`src/rtl/assert_macros.svh`:
```
// Assertion helpers for the RTL.
`ifndef ASSERT_MACROS_SVH
`define ASSERT_MACROS_SVH
`ifndef NO_ASSERTIONS
// Clocked check, masked while reset is high.
`define IDR_ASSERT(lbl, clk, rst, prop, msg) \
   lbl: assert property (@(posedge clk) disable iff (rst) prop) else $error(msg);
// Clocked check that also runs through reset.
`define IDR_ASSERT_NR(lbl, clk, prop, msg) \
   lbl: assert property (@(posedge clk) prop) else $error(msg);
`else
`define IDR_ASSERT(lbl, clk, rst, prop, msg)
`define IDR_ASSERT_NR(lbl, clk, prop, msg)
`endif
`endif

```
`src/rtl/idr_pkg.sv`:
```
package idr_pkg;

   // default header depth in 8-byte words
   localparam int HEADER_WORDS_DEF = 10;

   localparam logic [15:0] ETHERTYPE_IPV4 = 16'h0800;
   localparam logic [7:0]  PROTO_IPIP     = 8'd4;
   localparam logic [7:0]  PROTO_TCP      = 8'd6;

   localparam int STRIP_BYTES   = 34;
   localparam int MIN_ETH_LEN   = 14;
   localparam int MIN_IP_LEN    = 34;
   localparam int MIN_INNER_LEN = 68;
   localparam int MIN_PORT_LEN  = 76;

   // inner IPv4 header checksum: five lanes of two 16-bit words
   localparam int CSUM_LANES = 5;
   localparam int CSUM_BASE  = STRIP_BYTES + 14;

   localparam logic [31:0] TARGET_RESET = 32'h0A00_0006;

   typedef enum logic [2:0] {
      V_TX        = 3'd0,
      V_PASS      = 3'd1,
      V_REWRITTEN = 3'd2,
      V_DROP      = 3'd3,
      V_ABORT     = 3'd4
   } verdict_type;

   typedef struct packed {
      verdict_type  verdict;
      logic         out_end;
      logic [3:0]   out_count;
      logic [63:0]  out_word;
   } rsp_item_type;

endpackage

```
`src/rtl/idr_csum_lane.sv`:
```
module idr_csum_lane
   import idr_pkg::*;
(
   input  logic [15:0] hi_word,
   input  logic [15:0] lo_word,
   output logic [16:0] part_sum
);

   // one lane of the ones-complement header sum, carry kept for the merge
   assign part_sum = {1'b0, hi_word} + {1'b0, lo_word};

endmodule

```
`src/rtl/idr_out_fifo.sv`:
```
module idr_out_fifo
   import idr_pkg::*;
(
   input  logic         clock,
   input  logic         reset,
   input  logic         push,
   input  rsp_item_type push_item,
   output logic         space,
   input  logic         pop_ready,
   output logic         pop_valid,
   output rsp_item_type pop_item
);

   rsp_item_type mem_ff [2];
   logic         wr_ptr_ff, wr_ptr_in;
   logic         rd_ptr_ff, rd_ptr_in;
   logic [1:0]   cnt_ff, cnt_in;
   logic         pop;

   assign space     = (cnt_ff != 2'd2);
   assign pop_valid = (cnt_ff != 2'd0);
   assign pop_item  = mem_ff[rd_ptr_ff];
   assign pop       = pop_valid && pop_ready;

   // pointer and fill bookkeeping
   always_comb begin
      wr_ptr_in = push ? ~wr_ptr_ff : wr_ptr_ff;
      rd_ptr_in = pop ? ~rd_ptr_ff : rd_ptr_ff;
      cnt_in    = cnt_ff + {1'b0, push} - {1'b0, pop};
   end

   always_ff @(posedge clock) begin
      if (reset) begin
         wr_ptr_ff <= 1'b0;
         rd_ptr_ff <= 1'b0;
         cnt_ff    <= 2'd0;
      end else begin
         wr_ptr_ff <= wr_ptr_in;
         rd_ptr_ff <= rd_ptr_in;
         cnt_ff    <= cnt_in;
      end
   end

   always_ff @(posedge clock) begin
      if (push) begin
         mem_ff[wr_ptr_ff] <= push_item;
      end
   end

endmodule

```
`src/rtl/ipip_decap_reflect_rewriter_unit.sv`:
```
// IPIP decapsulating reflector. Frames arrive as 8-byte words, first byte in the
// top bits. The first HEADER_WORDS words are captured at one word per cycle
// (capture ends early on the frame's last word); a verdict and the header
// checksum are then formed in states DECIDE and MERGE (five checksum lanes,
// then a merge). With input held off, the rewritten header drains at one result
// per cycle while the queue has space, up to HEADER_WORDS results. After that the
// body streams at one word per cycle while the queue has space, except that a
// last word which spills into a second result holds input off until the second
// result is queued. Dropped and aborted frames give one result with out_count 0
// and out_end set; their remaining words are taken and discarded. Results pass
// through a two-entry output queue, so input keeps moving while a result waits.
`include "assert_macros.svh"

module ipip_decap_reflect_rewriter_unit
   import idr_pkg::*;
#(
   parameter int HEADER_WORDS = HEADER_WORDS_DEF
) (
   input  logic        clock,
   input  logic        reset,
   // req_tdata: word [63:0], byte_count [67:64], zero pad [71:68]
   input  logic        req_tvalid,
   output logic        req_tready,
   input  logic [71:0] req_tdata,
   input  logic        req_tlast,
   // rsp_tdata: out_word [63:0], out_count [67:64], zero pad [71:68]
   output logic        rsp_tvalid,
   input  logic        rsp_tready,
   output logic [71:0] rsp_tdata,
   output logic        rsp_tlast,
   // rsp_tuser: verdict [2:0]
   output logic [2:0]  rsp_tuser,
   input  logic        csr_valid,
   output logic        csr_ready,
   input  logic [31:0] csr_data
);

   localparam int HB  = HEADER_WORDS * 8;
   localparam int WSW = $clog2(HEADER_WORDS);
   localparam int LW  = $clog2(HB + 1);
   localparam int RW  = $clog2(HEADER_WORDS + 2);

   typedef enum logic [2:0] {
      ST_CAPTURE,
      ST_DECIDE,
      ST_MERGE,
      ST_DRAIN,
      ST_STREAM,
      ST_SECOND,
      ST_DISCARD
   } state_type;

   state_type    state_ff, state_in;
   logic [WSW-1:0] ws_ff, ws_in;
   logic [LW-1:0]  len_ff, len_in;
   logic         end_ff, end_in;
   verdict_type  verdict_ff, verdict_in;
   logic [16:0]  psum_ff [CSUM_LANES];
   logic [16:0]  psum_in [CSUM_LANES];
   logic [16:0]  psum_c  [CSUM_LANES];
   logic [63:0]  q_ff [HEADER_WORDS];
   logic [63:0]  q_in [HEADER_WORDS];
   logic [63:0]  q_load [HEADER_WORDS];
   logic [RW-1:0] left_ff, left_in;
   logic [3:0]   last_cnt_ff, last_cnt_in;
   logic         last_end_ff, last_end_in;
   logic [63:0]  carry_ff, carry_in;
   logic [2:0]   cc_ff, cc_in;
   logic [63:0]  sec_ff, sec_in;
   logic [3:0]   sec_cnt_ff, sec_cnt_in;
   logic [31:0]  target_ff;
   logic [63:0]  hdr_ff [HEADER_WORDS];

   logic [7:0]   hbyte [HB];
   logic [7:0]   ebyte [HB];

   logic [63:0]  in_word;
   logic [3:0]   in_cnt;
   logic [3:0]   c_eff;
   logic         acc;
   logic         push;
   rsp_item_type push_item;
   logic         space;
   rsp_item_type rsp_item;

   verdict_type  verdict_c;
   logic [LW-1:0] n_c;
   logic [2:0]   rem_c;
   logic         tail_c;
   logic [15:0]  cs_c;
   logic [19:0]  total_c;
   logic [16:0]  fold1_c;
   logic [16:0]  fold2_c;

   logic [63:0]  wm;
   logic [127:0] comb_s;
   logic [3:0]   n_s;

   logic         busy_st;
   logic         empty_rsp;

   assign in_word   = req_tdata[63:0];
   assign in_cnt    = req_tdata[67:64];
   assign c_eff     = !req_tlast ? 4'd8 : ((in_cnt > 4'd8) ? 4'd8 : in_cnt);
   assign req_tready = (state_ff == ST_CAPTURE) || (state_ff == ST_DISCARD) ||
                       ((state_ff == ST_STREAM) && space);
   assign acc       = req_tvalid && req_tready;
   assign csr_ready = 1'b1;

   // header bytes in frame order
   genvar g, j, b;
   for (g = 0; g < HB; g++) begin : g_hb
      assign hbyte[g] = hdr_ff[g / 8][63 - 8 * (g % 8) -: 8];
   end

   // verdict from the captured header
   always_comb begin
      priority if (len_ff < LW'(MIN_ETH_LEN)) begin
         verdict_c = V_ABORT;
      end else if ({hbyte[12], hbyte[13]} != ETHERTYPE_IPV4) begin
         verdict_c = V_PASS;
      end else if (len_ff < LW'(MIN_IP_LEN)) begin
         verdict_c = V_ABORT;
      end else if (hbyte[23] != PROTO_IPIP) begin
         verdict_c = V_PASS;
      end else if ({hbyte[30], hbyte[31], hbyte[32], hbyte[33]} != target_ff) begin
         verdict_c = V_DROP;
      end else if (len_ff < LW'(MIN_INNER_LEN)) begin
         verdict_c = V_DROP;
      end else if (hbyte[STRIP_BYTES + 23] == PROTO_TCP) begin
         verdict_c = V_REWRITTEN;
      end else if (len_ff < LW'(MIN_PORT_LEN)) begin
         verdict_c = V_DROP;
      end else begin
         verdict_c = V_TX;
      end
   end

   // checksum lanes; the check field itself counts as zero
   for (g = 0; g < CSUM_LANES; g++) begin : g_lane
      logic [15:0] lo_w;
      if (g == 2) begin : g_chk
         assign lo_w = 16'h0000;
      end else begin : g_data
         assign lo_w = {hbyte[CSUM_BASE + 4 * g + 2], hbyte[CSUM_BASE + 4 * g + 3]};
      end
      idr_csum_lane u_lane (
         .hi_word  ({hbyte[CSUM_BASE + 4 * g], hbyte[CSUM_BASE + 4 * g + 1]}),
         .lo_word  (lo_w),
         .part_sum (psum_c[g])
      );
   end

   // merge lanes and fold carries
   always_comb begin
      total_c = 20'd0;
      for (int i = 0; i < CSUM_LANES; i++) begin
         total_c = total_c + {3'b000, psum_ff[i]};
      end
      fold1_c = {1'b0, total_c[15:0]} + {13'd0, total_c[19:16]};
      fold2_c = {1'b0, fold1_c[15:0]} + {16'd0, fold1_c[16]};
      cs_c    = ~fold2_c[15:0];
   end

   // bytes to send from the header
   assign n_c    = (verdict_ff == V_PASS) ? len_ff : (len_ff - LW'(STRIP_BYTES));
   assign rem_c  = n_c[2:0];
   assign tail_c = end_ff && ((rem_c != 3'd0) || (n_c == '0));

   for (g = 0; g < HB; g++) begin : g_eb
      logic [7:0] rw_b;
      logic [7:0] tx_b;
      if (g < 6) begin : g_mac_a
         assign rw_b = hbyte[STRIP_BYTES + g + 6];
      end else if (g < 12) begin : g_mac_b
         assign rw_b = hbyte[STRIP_BYTES + g - 6];
      end else if (g >= 26 && g < 30) begin : g_ip_a
         assign rw_b = hbyte[STRIP_BYTES + g + 4];
      end else if (g >= 30 && g < 34) begin : g_ip_b
         assign rw_b = hbyte[STRIP_BYTES + g - 4];
      end else if (g + STRIP_BYTES < HB) begin : g_plain
         assign rw_b = hbyte[STRIP_BYTES + g];
      end else begin : g_none
         assign rw_b = 8'h00;
      end
      if (g == 24) begin : g_cs_hi
         assign tx_b = cs_c[15:8];
      end else if (g == 25) begin : g_cs_lo
         assign tx_b = cs_c[7:0];
      end else if (g == 34 || g == 35) begin : g_port_a
         assign tx_b = hbyte[STRIP_BYTES + g + 2];
      end else if (g == 36 || g == 37) begin : g_port_b
         assign tx_b = hbyte[STRIP_BYTES + g - 2];
      end else begin : g_keep
         assign tx_b = rw_b;
      end
      assign ebyte[g] = (LW'(g) < n_c) ?
                        ((verdict_ff == V_PASS) ? hbyte[g] :
                         ((verdict_ff == V_TX) ? tx_b : rw_b)) : 8'h00;
   end

   for (j = 0; j < HEADER_WORDS; j++) begin : g_q
      for (b = 0; b < 8; b++) begin : g_qb
         assign q_load[j][63 - 8 * b -: 8] = ebyte[8 * j + b];
      end
   end

   // body word joined behind the carried bytes
   always_comb begin
      for (int i = 0; i < 8; i++) begin
         wm[63 - 8 * i -: 8] = (4'(i) < c_eff) ? in_word[63 - 8 * i -: 8] : 8'h00;
      end
      comb_s = {carry_ff, 64'h0} | ({wm, 64'h0} >> {cc_ff, 3'b000});
      n_s    = {1'b0, cc_ff} + c_eff;
   end

   // sequencer
   always_comb begin
      state_in    = state_ff;
      ws_in       = ws_ff;
      len_in      = len_ff;
      end_in      = end_ff;
      verdict_in  = verdict_ff;
      left_in     = left_ff;
      last_cnt_in = last_cnt_ff;
      last_end_in = last_end_ff;
      carry_in    = carry_ff;
      cc_in       = cc_ff;
      sec_in      = sec_ff;
      sec_cnt_in  = sec_cnt_ff;
      psum_in     = psum_ff;
      q_in        = q_ff;
      push        = 1'b0;
      push_item   = '0;
      push_item.verdict = verdict_ff;
      unique case (state_ff)
         ST_CAPTURE: begin
            if (acc) begin
               len_in = LW'({ws_ff, 3'b000}) + LW'(c_eff);
               end_in = req_tlast;
               if (req_tlast || (ws_ff == WSW'(HEADER_WORDS - 1))) begin
                  ws_in    = '0;
                  state_in = ST_DECIDE;
               end else begin
                  ws_in = ws_ff + 1'b1;
               end
            end
         end
         ST_DECIDE: begin
            verdict_in = verdict_c;
            psum_in    = psum_c;
            state_in   = ST_MERGE;
         end
         ST_MERGE: begin
            q_in  = q_load;
            cc_in = rem_c;
            if ((verdict_ff == V_DROP) || (verdict_ff == V_ABORT)) begin
               q_in[0]     = '0;
               left_in     = RW'(1);
               last_cnt_in = 4'd0;
               last_end_in = 1'b1;
            end else begin
               left_in     = RW'(n_c >> 3) + RW'(tail_c);
               last_cnt_in = tail_c ? {1'b0, rem_c} : 4'd8;
               last_end_in = end_ff;
            end
            state_in = ST_DRAIN;
         end
         ST_DRAIN: begin
            if (space) begin
               push                = 1'b1;
               push_item.out_word  = q_ff[0];
               push_item.out_count = (left_ff == RW'(1)) ? last_cnt_ff : 4'd8;
               push_item.out_end   = (left_ff == RW'(1)) ? last_end_ff : 1'b0;
               for (int i = 0; i < HEADER_WORDS - 1; i++) begin
                  q_in[i] = q_ff[i + 1];
               end
               q_in[HEADER_WORDS - 1] = '0;
               left_in = left_ff - 1'b1;
               if (left_ff == RW'(1)) begin
                  carry_in = q_ff[1];
                  if (end_ff) begin
                     state_in = ST_CAPTURE;
                  end else if ((verdict_ff == V_DROP) || (verdict_ff == V_ABORT)) begin
                     state_in = ST_DISCARD;
                  end else begin
                     state_in = ST_STREAM;
                  end
               end
            end
         end
         ST_STREAM: begin
            if (acc) begin
               push                = 1'b1;
               push_item.out_word  = comb_s[127:64];
               push_item.out_count = (n_s >= 4'd8) ? 4'd8 : n_s;
               push_item.out_end   = req_tlast && (n_s <= 4'd8);
               if (!req_tlast) begin
                  carry_in = comb_s[63:0];
                  cc_in    = 3'(n_s - 4'd8);
               end else if (n_s > 4'd8) begin
                  sec_in     = comb_s[63:0];
                  sec_cnt_in = n_s - 4'd8;
                  state_in   = ST_SECOND;
               end else begin
                  state_in = ST_CAPTURE;
               end
            end
         end
         ST_SECOND: begin
            if (space) begin
               push                = 1'b1;
               push_item.out_word  = sec_ff;
               push_item.out_count = sec_cnt_ff;
               push_item.out_end   = 1'b1;
               state_in            = ST_CAPTURE;
            end
         end
         ST_DISCARD: begin
            if (acc && req_tlast) begin
               state_in = ST_CAPTURE;
            end
         end
         default: begin
            state_in = ST_CAPTURE;
         end
      endcase
   end

   // control state
   always_ff @(posedge clock) begin
      if (reset) begin
         state_ff  <= ST_CAPTURE;
         ws_ff     <= '0;
         left_ff   <= '0;
         target_ff <= TARGET_RESET;
      end else begin
         state_ff <= state_in;
         ws_ff    <= ws_in;
         left_ff  <= left_in;
         if (csr_valid && csr_ready) begin
            target_ff <= csr_data;
         end
      end
   end

   // payload registers
   always_ff @(posedge clock) begin
      len_ff      <= len_in;
      end_ff      <= end_in;
      verdict_ff  <= verdict_in;
      psum_ff     <= psum_in;
      q_ff        <= q_in;
      last_cnt_ff <= last_cnt_in;
      last_end_ff <= last_end_in;
      carry_ff    <= carry_in;
      cc_ff       <= cc_in;
      sec_ff      <= sec_in;
      sec_cnt_ff  <= sec_cnt_in;
      if (acc && (state_ff == ST_CAPTURE)) begin
         hdr_ff[ws_ff] <= in_word;
      end
   end

   idr_out_fifo u_out (
      .clock     (clock),
      .reset     (reset),
      .push      (push),
      .push_item (push_item),
      .space     (space),
      .pop_ready (rsp_tready),
      .pop_valid (rsp_tvalid),
      .pop_item  (rsp_item)
   );

   assign rsp_tdata = {4'h0, rsp_item.out_count, rsp_item.out_word};
   assign rsp_tlast = rsp_item.out_end;
   assign rsp_tuser = rsp_item.verdict;

   // terms for the checks below
   assign busy_st   = (state_ff == ST_DECIDE) || (state_ff == ST_MERGE) ||
                      (state_ff == ST_DRAIN) || (state_ff == ST_SECOND);
   assign empty_rsp = rsp_tvalid && (rsp_item.out_count == 4'd0);

   `IDR_ASSERT(a_push_space, clock, reset, push |-> space, "result pushed into full queue")
   `IDR_ASSERT(a_req_state, clock, reset, acc |-> !busy_st, "input transfer in busy state")
   `IDR_ASSERT(a_empty_last, clock, reset, empty_rsp |-> rsp_tlast, "empty result not last")
   `IDR_ASSERT_NR(a_reset_empty, clock, reset |=> !rsp_tvalid, "result valid after reset")

endmodule
```
`config.mk`:
```
export PLATFORM = sky130hd
export DESIGN_NAME = ipip_decap_reflect_rewriter_unit
export DESIGN_NICKNAME = d
export VERILOG_FILES = /design/src/rtl/idr_pkg.sv /design/src/rtl/idr_csum_lane.sv /design/src/rtl/idr_out_fifo.sv /design/src/rtl/ipip_decap_reflect_rewriter_unit.sv
export VERILOG_INCLUDE_DIRS = /design/src /design/src/rtl
export SDC_FILE = /design/constraint.sdc
export NUM_CORES = 2
export LEC_CHECK = 0
export ABC_CLOCK_PERIOD_IN_PS = 61300
export BUFFER_PORTS_ARGS = -buffer_cell sky130_fd_sc_hd__buf_2
export CAP_MARGIN = 20
export CORE_ASPECT_RATIO = 0.7
export CORE_MARGIN = 4
export CORE_UTILIZATION = 55
export DETAILED_ROUTE_END_ITERATION = 10
export HOLD_SLACK_MARGIN = 0.05
export PLACE_DENSITY = 0.84
export SKIP_LAST_GASP = 1
export SLEW_MARGIN = 20
export SYNTH_ARGS = -nofsm -noshare
export SYNTH_HDL_FRONTEND = slang
export SYNTH_SLANG_ARGS = --single-unit
```
`constraint.sdc`:
```
create_clock -name clock -period 61.3 [get_ports clock]
set_input_delay 3.065 -clock clock [delete_from_list [all_inputs] [get_ports clock]]
set_output_delay 3.065 -clock clock [all_outputs]
set_load 0.02 [all_outputs]
```
* Word-level counts from Yosys, hierarchy flattened *
Memory sizes are Yosys's and may differ from the RTL's. A register that Yosys moved wholly into a read port is not among the register bits.
Cells that the tools add are included.

word-level totals
  register bits after elaboration = 922
  output and inout bits = 79
  memory bits (writable) = 784
  memories = 2
  input bits = 110
  logic and storage cells = 438

operators by class
  order comparisons = 96
  shift operators = 1
  eq/ne operators = 25
  reductions and logical operators = 29
  mux-type cells = 228
  bitwise gates (word level) = 5
  $add $sub $neg = 19

memory list
  memory        depth  width  rd ports  clocked after Yosys merged registers in  wr ports  RTL line                                text
  hdr_ff        10     64     10        0                                        1         ipip_decap_reflect_rewriter_unit.sv:72  logic [63:0] hdr_ff [HEADER_WORDS];
  u_out.mem_ff  2      72     1         1                                        1         idr_out_fifo.sv:14                      rsp_item_type mem_ff [2];

operators by type and width
  cell                count
  $mux 8              174
  $pmux 640 s2        1
  $mux 640            1
  $mux 64             5
  $lt 6x7->1 const A  32
  $mux 69             3
  $pmux 69 s3         1
  $or 128x128->128    1
  $pmux 64 s2         1
  $shr 128x6->128     1
  $lt 5x7->1 const A  16
  $lt 7x7->1 const A  16
  $add 16x16->17      4
  $lt 4x7->1 const A  8
  $mux 3              18
  $mux 4              8
  $ne 32x32->1        1
  $lt 3x7->1 const A  4
  $pmux 3 s7          1
  $add 19x17->20      1
  $add 20x17->20      1
  $add 18x16->19      1
  $add 17x17->18      1
  $add 16x4->17       1
  other kinds (52)    102

* Longest topological paths before layout *
  depth in word-level cells = 11
  depth in mapped cells = 35
  mapped depth without buffers = 34

* Hierarchy *
Synthesis repeated with hierarchy kept, for this count alone.

second synthesis, totals
  cell total of the unflattened synthesis = 5622
  area, all modules = 76482.1 um^2

modules (own cells, without submodules)
  module                                area each (um^2)  seq. area each (um^2)  instances  cells an instance
  ipip_decap_reflect_rewriter_unit      66747.8           46144.3                1          4864
  idr_out_fifo                          5789.3            4424.2                 1          247
  idr_csum_lane (g_lane[0].u_lane ...)  744.5             0.0                    3          97
  idr_csum_lane (g_lane[3].u_lane ...)  855.8             0.0                    2          110

* Worst setup path before layout *
Ideal clock, no wire load.

  path type = register to register
  start point = register state_ff[0]
  end point = register left_ff[0]
  period minus slack after synthesis = 21972 ps
  setup slack = 39328 ps
  path buffers = 3
  data arrival time = 21834 ps
  stages on the path, launching flop included = 10
  cells stage by stage = dfxtp_1 > clkbuf_1 > nand2_1 > or2_2 > clkbuf_1 > nor2_1 > or2_2 > clkbuf_1 > o311ai_0 > a21oi_1

on the way
  word-level cells in the longest chain between the ends = 3
  elaborated cells on any way between the ends = 6
  classes of those cells = 3 x eq/ne; 1 x mux; 2 x reduce/logical

RTL lines
  item                                                                     RTL line                                 text
  start: declaration                                                       ipip_decap_reflect_rewriter_unit.sv:53   state_type state_ff, state_in;
  start signal: assignment                                                 ipip_decap_reflect_rewriter_unit.sv:338  state_ff <= state_in;
  $eq 3x2->1                                                               ipip_decap_reflect_rewriter_unit.sv:236  unique case (state_ff)
  $ne 2x2->1 (no source line) / $reduce_bool 2->1 (equally long branches)  -
  $reduce_and 2->1 (no source line)                                        -
  end signal: assignment                                                   ipip_decap_reflect_rewriter_unit.sv:340  left_ff <= left_in;
  end: declaration                                                         ipip_decap_reflect_rewriter_unit.sv:64   logic [RW-1:0] left_ff, left_in;

Parallel ways exist; a longest one is shown, timed or not.
A chain may end at the register's enable or synchronous reset.

==> flow_summary.json <==
{
  "outcome": "complete, no violations",
  "tritoncts": "built",
  "power-per-cell-area_mw_per_mm2": 44.1,
  "syn-cell-area_mm2": 0.0746,
  "drt-initial-drc-count": 9947,
  "clock_skew_ps": 27.5,
  "start_util_pct": 55.7,
  "report.power.total_mw": 3.64,
  "asyncSetResetFlopFracSynth_pct": 0,
  "hold_start": "hdr_ff[7][56]",
  "timing.critical_path.arrival_ps": 10580,
  "clock_sinks": 1699,
  "final_min_period_ps": 10060,
  "pin_count_of_the_biggest_net_entering_global_routing": 183,
  "ctsLongestPathBuffers": 3,
  "vdd_drop_max_mv": 0.0647,
  "total_routing_usage_gr_pct": 33.1,
  "via_count": 50600,
  "final_nets": 5895,
  "synth_seq_cells": 1699,
  "cp-startpoint": "psum_ff[1]",
  "routed_wl_mm": 238,
  "design.die.area_mm2": 0.142,
  "slew_headroom_pct": 12.6,
  "syn_inst": 5454,
  "worst-endpoint-required_ps": 61820,
  "final_hold_viol_count": 0,
  "final_worst_setup_slack_ps": 51240,
  "slowest_stage": "sky130_fd_sc_hd__xor2_1",
  "cap_viol_max_count": 0,
  "fill_cells": 9686,
  "finalWeightedCongestion": 0.981,
  "post_drt_wl_per_cell_um": 31.7,
  "vias_in_the_first_global_route": 47800,
  "portBuffers": 179,
  "unrepaired_setup_endpoints_after_global_routing": "false",
  "critical_path.max_stage_delay_ps": 630,
  "critPathLaunchType": "flip-flop",
  "class_of_the_tightest_hold_or_removal_check": "flip-flop to flip-flop",
  "cts.repair.resized": 0,
  "clkTransAtPathRegs_ps": 60,
  "detailed_place_hpwl_mm": 163,
  "worstPathMaxFanout": 6,
  "timing_max_transition_violations_final": 0,
  "global_route_wire_length_before_repair_mm": 335,
  "die_y_um": 316,
  "area_growth_pct": 10.8,
  "critical_path.most_common_cell": "sky130_fd_sc_hd__fa_1",
  "cts_hold_buf": 0,
  "detailedPlace.worstSlack_ps": 51720,
  "num_rows": 112,
  "cts_htree_levels": 4,
  "io_pins": 189,
  "chip_width_um": 448,
  "cts_inserted_buffers": 156,
  "antenna_left": 0,
  "drive_gt1_share_pct": 12.0,
  "first_pass_iters": 10,
  "setup_violations": 0,
  "drc_errors": 0,
  "final.setup.tns_ps": 0,
  "synth_seq_area_share_pct": 67.8,
  "fp.coreArea_mm2": 0.134,
  "regToRegStartpoint": "psum_ff[1]",
  "synth_area_per_cell_um2": 13.7,
  "synth.lib_cells_used.distinct": 85,
  "routed_via_density": 6.72,
  "max_freq_mhz": 99.4,
  "postSynth.topFlopCell": "sky130_fd_sc_hd__edfxtp_1",
  "antenna_violations_before_repair": 22,
  "cts_setup_buffers": 0,
  "cts_root_buf": "sky130_fd_sc_hd__clkbuf_16",
  "clkLatencyLatePin_ps": 800,
  "synth_edf_count": 1651,
  "power.static_leakage_nw": 29.0,
  "setup.worst_path.end_class": "flip-flop",
  "worst_pin_slew_ps": 1310,
  "grt-ovfl-total": 0,
  "timing.final.crit_share_pct": 16.4,
  "critical_path_class": "flip-flop to flip-flop",
  "yosys_warnings": 0
}
## cells by family after synthesis
group | after synthesis | synth area share, %
multiplexers | 511 | 7.09
AO/OA/AOI/OAI | 1250 | 10.5
AND/OR/NAND/NOR | 1219 | 7.25
adder cells (fa/ha/maj) | 164 | 3.30
buffers and inverters | 472 | 2.40
flip-flops | 1699 | 67.8
other | 2 | 0.0101
XOR/XNOR | 137 | 1.67
## metal layers
metal	vias up	global-route usage [%]	share of wire [%]
met5	-	0	0.036
met4	6	14.0	4.9
met3	624	11.6	17
met2	4485	46.5	42
met1	24700	46.9	37
li1	20700	-	-
## worst max-delay path, delay by kind of cell, from the launching register on
family / cells / cell delay (ps)
AOI/OAI and AO/OA: 11 / 2800
xor gates and xnor gates: 2 / 800
adders and majority gates: 8 / 3060
buffers and inverters: 4 / 380
DFF: 1 / 340
muxes: 1 / 550
and+or+nand+nor: 7 / 1880
## synth_stat cells, drive strengths merged (11+ instances only)
master,instances,area [um2]
a211oi,11,87.6
a21o,16,120
a21oi,227,1140
a222oi,11,110
a22o,237,2080
a22oi,51,383
and2,100,626
buf,29,130
clkbuf,221,830
dfxtp,48,961
edfxtp,1651,49600
fa,55,1100
ha,108,1350
inv,220,826
mux2,140,1580
mux2i,371,3710
nand2,601,2260
nand2b,12,77.6
nand3,82,410
nand3b,12,90.1
nand4,14,87.6
nor2,265,997
nor2b,34,213
nor3,29,145
nor4,16,115
o211ai,15,113
o21a,11,82.6
o21ai,561,2810
o31ai,15,113
or3,16,100
xnor2,106,947
xor2,30,278
## power by group
part / switching (mW) / internal [mW] / leakage [nW]
clock: 0.446 / 0.548 / 2.48
combinational: 0.792 / 0.378 / 10.9
sequential: 0.0459 / 1.44 / 15.5
total: 1.28 / 2.36 / 29.0
## path summary, 6_finish.rpt
kind / to / slack [ps] / depth (start not counted)
max: q_ff[444] / 51240 / 33
min: psum_ff[42] / 470 / 0
max reg2reg: q_ff[444] / 51240 / 33
min reg2reg: psum_ff[42] / 470 / 0
## flip-flops by register name, summed over array words and instances (netlist names), 4 cells and up, named ones only
name,flops
hdr_ff,640
q_ff,640
u_out.mem_ff,144
psum_ff,84
carry_ff,64
sec_ff,56
target_ff,32
len_ff,7
last_cnt_ff,4
left_ff,4
sec_cnt_ff,4
ws_ff,4
## stage by stage
stage,cell area [um2],std cells,util [%],hold WS [ps]
2_1_floorplan,74600,5457,-,443
4_1_cts,82500,7511,61.6,479
5_1_grt,82600,7514,61.7,510
3_3_place_gp,77500,7229,57.8,477
6_report,82700,7520,61.7,472
3_5_place_dp,77500,7230,57.8,480
## final cells by class
type | count | area (um2) | area share (%)
Clock buffer | 186 | 4090 | 4.95
Sequential cell | 1699 | 50500 | 61.1
Timing Repair Buffer | 257 | 1520 | 1.83
Clock inverter | 95 | 991 | 1.20
Multi-Input combinational cell | 3286 | 22500 | 27.2
Tap cell | 1767 | 2210 | 2.67
Inverter | 222 | 833 | 1.01
Antenna cell | 8 | 20.0 | 0.0242
## cell usage in the layout, fill, tap and decap left out, drive strengths merged, types with 29 or more instances in the layout
cell / count
inv: 235
o21ai: 561
nor2b: 34
ha: 108
xnor2: 106
mux2: 140
and2: 100
a21oi: 227
nand2: 601
a22o: 237
buf: 257
xor2: 30
clkinv: 61
fa: 55
nor3: 29
nand3: 82
a22oi: 51
edfxtp: 1651
nor2: 265
mux2i: 371
dfxtp: 48
clkbuf: 186
Note: power is estimated with default switching activity, not from simulation.
